--- src/rtl/clnw_pkg.sv ---
// ---------------------------------------------------------------------------
// Character LCD nibble writer package
// Shared types, codes and constants for the 4-bit display bus writer.
// ---------------------------------------------------------------------------
package clnw_pkg;

   // Display lines that the wrap logic can step through.
   localparam int MAX_LINES = 4;

   // Transfers that one input item can cause at most.
   localparam int MAX_RESULTS = 4;

   // Field widths.
   localparam int MODE_W    = 2;
   localparam int VALUE_W   = 8;
   localparam int NIBBLE_W  = 4;
   localparam int SETTLE_W  = 2;
   localparam int CURSOR_W  = 8;
   localparam int COLUMNS_W = 6;
   localparam int LINES_W   = 3;
   localparam int LINE_IDX_W = 2;
   localparam int SLOT_IDX_W = 2;
   localparam int COUNT_W    = 3;

   // Configuration port widths.
   localparam int CSR_ADDR_W = 5;
   localparam int CSR_DATA_W = 32;

   // Command bytes up to this value return the cursor to line one.
   localparam logic [VALUE_W-1:0] CMD_HOME_MAX = 8'h03;

   // Reset values of the configuration registers and the cursor.
   localparam logic [CURSOR_W-1:0]  LINE_ONE_RST   = 8'h80;
   localparam logic [CURSOR_W-1:0]  LINE_TWO_RST   = 8'hC0;
   localparam logic [CURSOR_W-1:0]  LINE_THREE_RST = 8'h94;
   localparam logic [CURSOR_W-1:0]  LINE_FOUR_RST  = 8'hD4;
   localparam logic [COLUMNS_W-1:0] COLUMNS_RST    = 6'd16;
   localparam logic [LINES_W-1:0]   LINES_RST      = 3'd2;

   // Input item kinds.
   typedef enum logic [MODE_W-1:0] {
      MODE_CHAR = 2'd0,
      MODE_CMD  = 2'd1,
      MODE_INIT = 2'd2,
      MODE_NONE = 2'd3
   } mode_type;

   // Wait class after an enable pulse.
   typedef enum logic [SETTLE_W-1:0] {
      SETTLE_NONE  = 2'd0,
      SETTLE_DATA  = 2'd1,
      SETTLE_CLEAR = 2'd2
   } settle_type;

   // Configuration register indexes (byte address / 4).
   typedef enum logic [2:0] {
      REG_LINE_ONE   = 3'd0,
      REG_LINE_TWO   = 3'd1,
      REG_LINE_THREE = 3'd2,
      REG_LINE_FOUR  = 3'd3,
      REG_COLUMNS    = 3'd4,
      REG_LINES      = 3'd5
   } reg_idx_type;

   // One bus transfer as it leaves the block.
   typedef struct packed {
      logic [NIBBLE_W-1:0] nibble;
      logic                reg_select;
      settle_type          settle;
      logic [CURSOR_W-1:0] cursor;
   } xfer_type;

endpackage

--- src/rtl/char_lcd_nibble_writer_core.sv ---
// ---------------------------------------------------------------------------
// Character LCD nibble writer core
// Turns characters, command bytes and init nibbles into 4-bit bus transfers
// and tracks the display cursor, wrapping to the next configured line.
// ---------------------------------------------------------------------------
//
//   channel | direction | handshake             | payload
//   --------+-----------+-----------------------+------------------------------
//   req     | in        | req_valid / req_stall | req_mode, req_value
//   rsp     | out       | rsp_valid / rsp_stall | rsp_nibble, rsp_reg_select,
//           |           |                       | rsp_settle, rsp_cursor, rsp_last
//   csr     | in/out    | APB-style, pready = 1 | six registers at 4*index
//
// An item is held in the input register, then its transfers are built in
// one pass and leave one per cycle through the single result port while
// rsp_stall is low; an item has 1, 2 or 4 transfers.
// Its first transfer becomes valid once the item is loaded from the input
// register into the slot registers.
// The input register takes a new item while the previous item's transfers drain.
// Reset (synchronous) clears the cursor to 0x80 and the registers to their defaults.
// A stall on the result side holds the current transfer and backs up into req_stall.
// ---------------------------------------------------------------------------
module char_lcd_nibble_writer_core (
   input  logic                                clock,
   input  logic                                reset,
   // Input item channel.
   input  logic                                req_valid,
   output logic                                req_stall,
   input  logic [clnw_pkg::MODE_W-1:0]         req_mode,
   input  logic [clnw_pkg::VALUE_W-1:0]        req_value,
   // Result channel.
   output logic                                rsp_valid,
   input  logic                                rsp_stall,
   output logic [clnw_pkg::NIBBLE_W-1:0]       rsp_nibble,
   output logic                                rsp_reg_select,
   output logic [clnw_pkg::SETTLE_W-1:0]       rsp_settle,
   output logic [clnw_pkg::CURSOR_W-1:0]       rsp_cursor,
   output logic                                rsp_last,
   // Configuration port.
   input  logic                                csr_psel,
   input  logic                                csr_penable,
   input  logic                                csr_pwrite,
   input  logic [clnw_pkg::CSR_ADDR_W-1:0]     csr_paddr,
   input  logic [clnw_pkg::CSR_DATA_W-1:0]     csr_pwdata,
   output logic [clnw_pkg::CSR_DATA_W-1:0]     csr_prdata,
   output logic                                csr_pready
);

   // ------------------------------------------------------------------------
   // Declarations
   // ------------------------------------------------------------------------
   logic [clnw_pkg::CURSOR_W-1:0]  line_addr_ff [clnw_pkg::MAX_LINES];
   logic [clnw_pkg::COLUMNS_W-1:0] columns_ff;
   logic [clnw_pkg::LINES_W-1:0]   lines_ff;
   logic [clnw_pkg::CURSOR_W-1:0]  cursor_ff;
   logic [clnw_pkg::CURSOR_W-1:0]  cursor_in;

   logic                           in_valid_ff;
   logic                           in_valid_in;
   clnw_pkg::mode_type             in_mode_ff;
   logic [clnw_pkg::VALUE_W-1:0]   in_value_ff;

   clnw_pkg::xfer_type             slot_ff [clnw_pkg::MAX_RESULTS];
   clnw_pkg::xfer_type             slot_in [clnw_pkg::MAX_RESULTS];
   logic [clnw_pkg::COUNT_W-1:0]   left_ff;
   logic [clnw_pkg::COUNT_W-1:0]   left_in;
   logic [clnw_pkg::COUNT_W-1:0]   build_count;
   logic [clnw_pkg::SLOT_IDX_W-1:0] idx_ff;
   logic [clnw_pkg::SLOT_IDX_W-1:0] idx_in;

   logic                           req_take;
   logic                           rsp_take;
   logic                           seq_free;
   logic                           load;
   logic                           csr_write;
   clnw_pkg::reg_idx_type          csr_idx;
   clnw_pkg::xfer_type             rsp_xfer;

   // ------------------------------------------------------------------------
   // Command byte effects on the cursor and the settle class
   // ------------------------------------------------------------------------
   function automatic logic [clnw_pkg::CURSOR_W-1:0] cmd_cursor(
      input logic [clnw_pkg::VALUE_W-1:0]  cmd,
      input logic [clnw_pkg::CURSOR_W-1:0] home,
      input logic [clnw_pkg::CURSOR_W-1:0] cur
   );
      logic [clnw_pkg::CURSOR_W-1:0] res;
      if (cmd <= clnw_pkg::CMD_HOME_MAX) begin
         res = home;
      end else if (cmd[clnw_pkg::VALUE_W-1]) begin
         res = cmd;
      end else begin
         res = cur;
      end
      return res;
   endfunction

   function automatic clnw_pkg::settle_type cmd_settle(
      input logic [clnw_pkg::VALUE_W-1:0] cmd
   );
      clnw_pkg::settle_type res;
      if (cmd <= clnw_pkg::CMD_HOME_MAX) begin
         res = clnw_pkg::SETTLE_CLEAR;
      end else begin
         res = clnw_pkg::SETTLE_DATA;
      end
      return res;
   endfunction

   // ------------------------------------------------------------------------
   // Handshakes
   // ------------------------------------------------------------------------
   assign rsp_valid = (left_ff != '0);
   assign rsp_take  = rsp_valid && !rsp_stall;
   assign seq_free  = (left_ff == '0) ||
                      ((left_ff == clnw_pkg::COUNT_W'(1)) && rsp_take);
   assign load      = in_valid_ff && seq_free;
   assign req_stall = in_valid_ff && !seq_free;
   assign req_take  = req_valid && !req_stall;

   // ------------------------------------------------------------------------
   // Configuration port
   // ------------------------------------------------------------------------
   assign csr_pready = 1'b1;
   assign csr_write  = csr_psel && csr_penable && csr_pwrite && csr_pready;
   assign csr_idx    = clnw_pkg::reg_idx_type'(csr_paddr[clnw_pkg::CSR_ADDR_W-1:2]);

   always_ff @(posedge clock) begin
      if (reset) begin
         line_addr_ff[0] <= clnw_pkg::LINE_ONE_RST;
         line_addr_ff[1] <= clnw_pkg::LINE_TWO_RST;
         line_addr_ff[2] <= clnw_pkg::LINE_THREE_RST;
         line_addr_ff[3] <= clnw_pkg::LINE_FOUR_RST;
         columns_ff      <= clnw_pkg::COLUMNS_RST;
         lines_ff        <= clnw_pkg::LINES_RST;
      end else if (csr_write) begin
         unique case (csr_idx)
            clnw_pkg::REG_LINE_ONE: begin
               line_addr_ff[0] <= csr_pwdata[clnw_pkg::CURSOR_W-1:0];
            end
            clnw_pkg::REG_LINE_TWO: begin
               line_addr_ff[1] <= csr_pwdata[clnw_pkg::CURSOR_W-1:0];
            end
            clnw_pkg::REG_LINE_THREE: begin
               line_addr_ff[2] <= csr_pwdata[clnw_pkg::CURSOR_W-1:0];
            end
            clnw_pkg::REG_LINE_FOUR: begin
               line_addr_ff[3] <= csr_pwdata[clnw_pkg::CURSOR_W-1:0];
            end
            clnw_pkg::REG_COLUMNS: begin
               columns_ff <= csr_pwdata[clnw_pkg::COLUMNS_W-1:0];
            end
            clnw_pkg::REG_LINES: begin
               lines_ff <= csr_pwdata[clnw_pkg::LINES_W-1:0];
            end
            default: begin
            end
         endcase
      end
   end

   // Read data is the addressed register, zero extended.
   always_comb begin
      unique case (csr_idx)
         clnw_pkg::REG_LINE_ONE:   csr_prdata = clnw_pkg::CSR_DATA_W'(line_addr_ff[0]);
         clnw_pkg::REG_LINE_TWO:   csr_prdata = clnw_pkg::CSR_DATA_W'(line_addr_ff[1]);
         clnw_pkg::REG_LINE_THREE: csr_prdata = clnw_pkg::CSR_DATA_W'(line_addr_ff[2]);
         clnw_pkg::REG_LINE_FOUR:  csr_prdata = clnw_pkg::CSR_DATA_W'(line_addr_ff[3]);
         clnw_pkg::REG_COLUMNS:    csr_prdata = clnw_pkg::CSR_DATA_W'(columns_ff);
         clnw_pkg::REG_LINES:      csr_prdata = clnw_pkg::CSR_DATA_W'(lines_ff);
         default:                  csr_prdata = '0;
      endcase
   end

   // ------------------------------------------------------------------------
   // Input register; items of the unused mode cause nothing and are dropped.
   // ------------------------------------------------------------------------
   always_comb begin
      in_valid_in = in_valid_ff;
      if (load) begin
         in_valid_in = 1'b0;
      end
      if (req_take) begin
         in_valid_in = (clnw_pkg::mode_type'(req_mode) != clnw_pkg::MODE_NONE);
      end
   end

   always_ff @(posedge clock) begin
      if (reset) begin
         in_valid_ff <= 1'b0;
      end else begin
         in_valid_ff <= in_valid_in;
      end
   end

   always_ff @(posedge clock) begin
      if (req_take) begin
         in_mode_ff  <= clnw_pkg::mode_type'(req_mode);
         in_value_ff <= req_value;
      end
   end

   // ------------------------------------------------------------------------
   // Transfer builder: all transfers of the held item and the new cursor.
   // ------------------------------------------------------------------------
   always_comb begin
      logic [clnw_pkg::LINES_W-1:0]    n_lines;
      logic [clnw_pkg::CURSOR_W-1:0]   cur_inc;
      logic [clnw_pkg::CURSOR_W:0]     line_end;
      logic [clnw_pkg::MAX_LINES-1:0]  hit;
      logic                            wrap;
      logic [clnw_pkg::LINE_IDX_W-1:0] hit_idx;
      logic [clnw_pkg::LINE_IDX_W-1:0] next_idx;
      logic [clnw_pkg::CURSOR_W-1:0]   wrap_cmd;

      // Lines in use, clamped to one through MAX_LINES.
      if (lines_ff == '0) begin
         n_lines = clnw_pkg::LINES_W'(1);
      end else if (lines_ff > clnw_pkg::LINES_W'(clnw_pkg::MAX_LINES)) begin
         n_lines = clnw_pkg::LINES_W'(clnw_pkg::MAX_LINES);
      end else begin
         n_lines = lines_ff;
      end

      // Line end test against each line in use, 9-bit sums.
      cur_inc = cursor_ff + clnw_pkg::CURSOR_W'(1);
      for (int k = 0; k < clnw_pkg::MAX_LINES; k++) begin
         line_end = {1'b0, line_addr_ff[k]} + (clnw_pkg::CURSOR_W+1)'(columns_ff);
         hit[k]   = (line_end == {1'b0, cur_inc}) &&
                    (clnw_pkg::LINES_W'(k) < n_lines);
      end

      // The first matching line wins.
      wrap    = 1'b0;
      hit_idx = '0;
      for (int k = clnw_pkg::MAX_LINES - 1; k >= 0; k--) begin
         if (hit[k]) begin
            wrap    = 1'b1;
            hit_idx = clnw_pkg::LINE_IDX_W'(k);
         end
      end
      if ((clnw_pkg::LINES_W'(hit_idx) + clnw_pkg::LINES_W'(1)) < n_lines) begin
         next_idx = hit_idx + clnw_pkg::LINE_IDX_W'(1);
      end else begin
         next_idx = '0;
      end
      wrap_cmd = line_addr_ff[next_idx];

      // Defaults: keep cursor, first transfer is the high nibble.
      cursor_in   = cursor_ff;
      build_count = '0;
      for (int s = 0; s < clnw_pkg::MAX_RESULTS; s++) begin
         slot_in[s] = slot_ff[s];
      end
      slot_in[0].nibble     = in_value_ff[clnw_pkg::VALUE_W-1:clnw_pkg::NIBBLE_W];
      slot_in[0].reg_select = 1'b0;
      slot_in[0].settle     = clnw_pkg::SETTLE_NONE;
      slot_in[0].cursor     = cursor_ff;

      unique case (in_mode_ff)
         clnw_pkg::MODE_CHAR: begin
            slot_in[0].reg_select = 1'b1;
            slot_in[1].nibble     = in_value_ff[clnw_pkg::NIBBLE_W-1:0];
            slot_in[1].reg_select = 1'b1;
            slot_in[1].settle     = clnw_pkg::SETTLE_DATA;
            slot_in[1].cursor     = cur_inc;
            // Set-position command for the next line when the line is full.
            slot_in[2].nibble     = wrap_cmd[clnw_pkg::CURSOR_W-1:clnw_pkg::NIBBLE_W];
            slot_in[2].reg_select = 1'b0;
            slot_in[2].settle     = clnw_pkg::SETTLE_NONE;
            slot_in[2].cursor     = cur_inc;
            slot_in[3].nibble     = wrap_cmd[clnw_pkg::NIBBLE_W-1:0];
            slot_in[3].reg_select = 1'b0;
            slot_in[3].settle     = cmd_settle(wrap_cmd);
            slot_in[3].cursor     = cmd_cursor(wrap_cmd, line_addr_ff[0], cur_inc);
            if (wrap) begin
               cursor_in   = slot_in[3].cursor;
               build_count = clnw_pkg::COUNT_W'(4);
            end else begin
               cursor_in   = cur_inc;
               build_count = clnw_pkg::COUNT_W'(2);
            end
         end
         clnw_pkg::MODE_CMD: begin
            slot_in[1].nibble     = in_value_ff[clnw_pkg::NIBBLE_W-1:0];
            slot_in[1].reg_select = 1'b0;
            slot_in[1].settle     = cmd_settle(in_value_ff);
            slot_in[1].cursor     = cmd_cursor(in_value_ff, line_addr_ff[0], cursor_ff);
            cursor_in             = slot_in[1].cursor;
            build_count           = clnw_pkg::COUNT_W'(2);
         end
         clnw_pkg::MODE_INIT: begin
            build_count = clnw_pkg::COUNT_W'(1);
         end
         default: begin
            build_count = '0;
         end
      endcase
   end

   // ------------------------------------------------------------------------
   // Result sequencer: one transfer per cycle from the slot registers, while rsp_stall is low.
   // ------------------------------------------------------------------------
   always_comb begin
      left_in = left_ff;
      idx_in  = idx_ff;
      if (load) begin
         left_in = build_count;
         idx_in  = '0;
      end else if (rsp_take) begin
         left_in = left_ff - clnw_pkg::COUNT_W'(1);
         idx_in  = idx_ff + clnw_pkg::SLOT_IDX_W'(1);
      end
   end

   always_ff @(posedge clock) begin
      if (reset) begin
         left_ff   <= '0;
         idx_ff    <= '0;
         cursor_ff <= clnw_pkg::LINE_ONE_RST;
      end else begin
         left_ff <= left_in;
         idx_ff  <= idx_in;
         if (load) begin
            cursor_ff <= cursor_in;
         end
      end
   end

   always_ff @(posedge clock) begin
      if (load) begin
         for (int s = 0; s < clnw_pkg::MAX_RESULTS; s++) begin
            slot_ff[s] <= slot_in[s];
         end
      end
   end

   // Result fields.
   assign rsp_xfer       = slot_ff[idx_ff];
   assign rsp_nibble     = rsp_xfer.nibble;
   assign rsp_reg_select = rsp_xfer.reg_select;
   assign rsp_settle     = rsp_xfer.settle;
   assign rsp_cursor     = rsp_xfer.cursor;
   assign rsp_last       = (left_ff == clnw_pkg::COUNT_W'(1));

   // ------------------------------------------------------------------------
   // Assertions
   // ------------------------------------------------------------------------
   // The sequencer never holds more transfers than one item can cause.
   assert property (@(posedge clock) disable iff (reset)
      left_ff <= clnw_pkg::COUNT_W'(clnw_pkg::MAX_RESULTS))
      else $error("sequencer count exceeds the transfer limit");

   // The cursor moves only when an item is loaded into the sequencer.
   assert property (@(posedge clock) disable iff (reset)
      !load |=> $stable(cursor_ff))
      else $error("cursor changed without an item being loaded");

   // A loaded item always leaves at least one transfer pending.
   assert property (@(posedge clock) disable iff (reset)
      load |=> rsp_valid)
      else $error("loaded item produced no transfer");

   // The input side is only stalled by an item waiting in the input register.
   assert property (@(posedge clock) disable iff (reset)
      req_stall |-> in_valid_ff && rsp_valid)
      else $error("input stalled with nothing waiting");

endmodule

--- config.mk ---
export PLATFORM = sky130hd
export DESIGN_NAME = char_lcd_nibble_writer_core
export DESIGN_NICKNAME = d
export VERILOG_FILES = /design/src/rtl/clnw_pkg.sv /design/src/rtl/char_lcd_nibble_writer_core.sv
export SDC_FILE = /design/constraint.sdc
export NUM_CORES = 1
export LEC_CHECK = 0
export ABC_AREA = 0
export ABC_CLOCK_PERIOD_IN_PS = 6700
export BUFFER_PORTS_ARGS = -buffer_cell sky130_fd_sc_hd__clkbuf_2
export CORE_MARGIN = 3
export CORE_UTILIZATION = 33
export DETAILED_ROUTE_END_ITERATION = 16
export RECOVER_POWER = 100
export SLEW_MARGIN = 20
export SYNTH_ARGS = -nofsm -noshare
export SYNTH_HDL_FRONTEND = slang
export SYNTH_SLANG_ARGS = --single-unit
--- constraint.sdc ---
create_clock -name clock -period 6.7 [get_ports clock]
set_input_delay 2.01 -clock clock [delete_from_list [all_inputs] [get_ports clock]]
set_output_delay 2.01 -clock clock [all_outputs]
set_load 0.03 [all_outputs]
==> results.json <==
{
  "synth_ff_type": "edfxtp_1",
  "worst_slew_margin_rel_pct": -10.61,
  "path_clk_slew_ps": 60,
  "vdd_ir_drop_max_mv": 0.1381,
  "min_period_ps": 6253,
  "synth.avg_cell_area_um2": 10.63,
  "via_per_inst": 5.317,
  "rsz0062_at_grt": "no",
  "cp_max_fo": 17,
  "grtUsageTotal_pct": 17.24,
  "hold_buffers": 0,
  "timing.fmax_mhz": 159.9,
  "route.final.wire_length_um": 22790,
  "ys_top_cells_by_area": "edfxtp_1 (35%), dfxtp_1 (6.1%), ha_1 (4.8%)",
  "cts_tree": "built",
  "yosys_register_bits": 121,
  "setup.worst_path.start_class": "register",
  "clock_skew_ps": 12.48,
  "ant_nets": 0,
  "synth.top_cell.area_share_pct": 35.31,
  "vias": 6157,
  "antenna_cells": 0,
  "synthCells": 768,
  "htree_levels": 4,
  "grt_pass1_vias": 5855,
  "root_buffer": "clkbuf_16",
  "cap_violations": 1,
  "dieWidth_um": 163.3,
  "grt_pass1_wl_um": 35030,
  "drv_slew": 30,
  "cts_buffers": 17,
  "ios": 105,
  "start_util_pct": 34.17,
  "worst_ep_required_time_ps": 6870,
  "rows": 56,
  "grt_max_degree": 30,
  "drc_errors": 0,
  "fin_setup_tns_ps": 0,
  "globalplace.congestion": 0.8721,
  "routedWlPerCell_um": 19.68,
  "cts_resized": 0,
  "tightest_slew_ps": 1659,
  "core-area_um2": 23890,
  "numPortBuffers": 53,
  "setup_viol": 0,
  "hold_viol_final": 0,
  "worstSetupPathType": "reg2reg",
  "drive_gt1_share_pct": 12.28,
  "synth_area_leader_cell": "edfxtp_1",
  "place_ws_ps": 595.1,
  "hp-class": "reg2reg",
  "clk_latency_ps": 420,
  "area.growth.synth_to_final_pct": 13.46,
  "status": "complete, but fails checks",
  "dr.first_iter.drc_count": 397,
  "leakagePower_nw": 3.510,
  "power_density_nw_per_um2": 279.2,
  "synth-async-reset-ratio_pct": 0,
  "postCtsSetupRepairBufs": 0,
  "synth.distinct_cells": 73,
  "synth_edf_count": 96,
  "die_h_um": 163.3,
  "netlist_area_um2": 8164,
  "cts.path.max_buffers": 2,
  "violations": "max-capacitance violations, max-slew violations",
  "yosys_warnings": 0,
  "die_area_um2": 26660,
  "fin_crit_sh_pct": 93.33,
  "ys_seq_area_share_pct": 41.44,
  "grt_overflow": 0,
  "numClockSinks": 121,
  "setup_ws_ps": 447.2,
  "cp.arrival_ps": 6420,
  "nets": 915,
  "antenna_found_initial": 0,
  "dr.pass1.iters": 5,
  "hpwl_um": 16770,
  "end_kind": "register"
}
==> cells in the mapped netlist (25+ instances only) <==
cell type	count
buf_4	25
inv_1	36
dfxtp_1	25
o21ai_0	32
edfxtp_1	96
nand2_1	49
clkbuf_1	30
mux2i_1	38
a21oi_1	36
xnor2_1	29
ha_1	31
nor2_1	51
and2_1	26
==> per-layer routing <==
layer	up-vias	routed length [um]	track usage, %	share of wire [%]
met3	20	1213	2.967	5.3
met1	2983	10540	24.71	46
li1	2942	-	-	-
met5	-	0	0	0
met2	212	10810	27.36	47
met4	0	225	3.922	0.99
==> stage by stage <==
| step | utilization, % | total power, mW | instances | hold WS [ps] | area (um^2) |
|---|---|---|---|---|---|
| CTS | 39.17 | 2.626 | 1158 | 488.4 | 9359 |
| floorplan | - | 1.509 | 791 | 426.1 | 8250 |
| finish | 38.77 | 2.586 | 1158 | 476.5 | 9263 |
| detailed placement | 36.70 | 1.700 | 1126 | 473.8 | 8768 |
| global placement | 36.70 | 1.692 | 1126 | 467.7 | 8768 |
| global route | 38.77 | 2.707 | 1158 | 491.2 | 9263 |
==> final cells by class <==
cell class | instances | area, um^2
Inverter | 38 | 142.6
Clock buffer | 17 | 425.4
Multi-Input combinational cell | 571 | 4383
Sequential cell | 121 | 3383
Clock inverter | 15 | 165.2
Timing Repair Buffer | 77 | 364.1
Fill cell | 2373 | 14630
Tap cell | 319 | 399.1
==> worst max-delay path: stages, from the launching register on <==
cell	delay [ps]
dfxtp_1	490
ha_1	230
inv_1	50
fa_1	440
xnor2_1	140
nor3_1	300
o211ai_1	140
a311oi_1	260
o2111a_1	240
nand3_1	130
o22ai_1	370
nand2_1	130
inv_1	80
ha_1	240
ha_1	290
o21ai_0	210
nand2b_1	100
buf_4	210
a2111oi_0	380
or3_1	190
mux2i_1	110
clkbuf_1	200
nor4_4	290
clkbuf_1	250
a21oi_1	100
o21ai_0	400
==> flip-flops by register name, indices dropped and copies added (netlist names), named ones only <==
name / flops
columns_ff: 6
cursor_ff: 8
idx_ff: 2
in_mode_ff: 2
in_valid_ff: 1
in_value_ff: 8
left_ff: 3
line_addr_ff: 32
lines_ff: 3
slot_ff: 54
==> where the power goes <==
| part | switching [mW] | internal, mW |
|---|---|---|
| Clock | 0.367 | 0.556 |
| Sequential | 0.0945 | 0.906 |
| Combinational | 0.416 | 0.247 |
==> path summary, 6_finish.rpt <==
check                                  start                  endpoint  slack (ps)  depth (start not counted)
setup / recovery  columns_ff[0]$_SDFFE_PP0P_   slot_ff[3][2]$_DFFE_PP_         450                         25
hold / removal      in_value_ff[0]$_DFFE_PP_  slot_ff[1][11]$_DFFE_PP_         480                          0
setup reg to reg  columns_ff[0]$_SDFFE_PP0P_   slot_ff[3][2]$_DFFE_PP_         450                         25
hold reg to reg     in_value_ff[0]$_DFFE_PP_  slot_ff[1][11]$_DFFE_PP_         480                          0
==> kinds of logic after synthesis <==
kind of cell / after synthesis / synth area share [%]
buf+inv: 99 / 5.885
xor+xnor: 53 / 8.000
compound gates: 172 / 14.41
other cells: 2 / 0.09199
mux: 57 / 9.487
fa+ha+maj: 35 / 5.732
flops: 121 / 41.44
simple gates: 229 / 14.96
==> cell usage in the layout (no fill, tap or decap), types with 14 or more instances in the layout <==
| master | Yosys | layout |
|---|---|---|
| and2_0 | 0 | 17 |
| dfxtp_1 | 25 | 25 |
| mux4_2 | 16 | 16 |
| inv_1 | 36 | 36 |
| nand3_1 | 14 | 14 |
| mux2i_1 | 38 | 38 |
| clkbuf_16 | 0 | 17 |
| nor2_1 | 51 | 50 |
| conb_1 | 2 | 25 |
| edfxtp_1 | 96 | 96 |
| or3_1 | 14 | 14 |
| o21ai_0 | 32 | 36 |
| a21oi_1 | 36 | 36 |
| nand2_1 | 49 | 49 |
| clkbuf_2 | 0 | 24 |
| nor3_1 | 15 | 15 |
| xnor2_1 | 29 | 30 |
| ha_1 | 31 | 31 |
| clkbuf_1 | 30 | 41 |
Power figures use the tool's default switching activity.
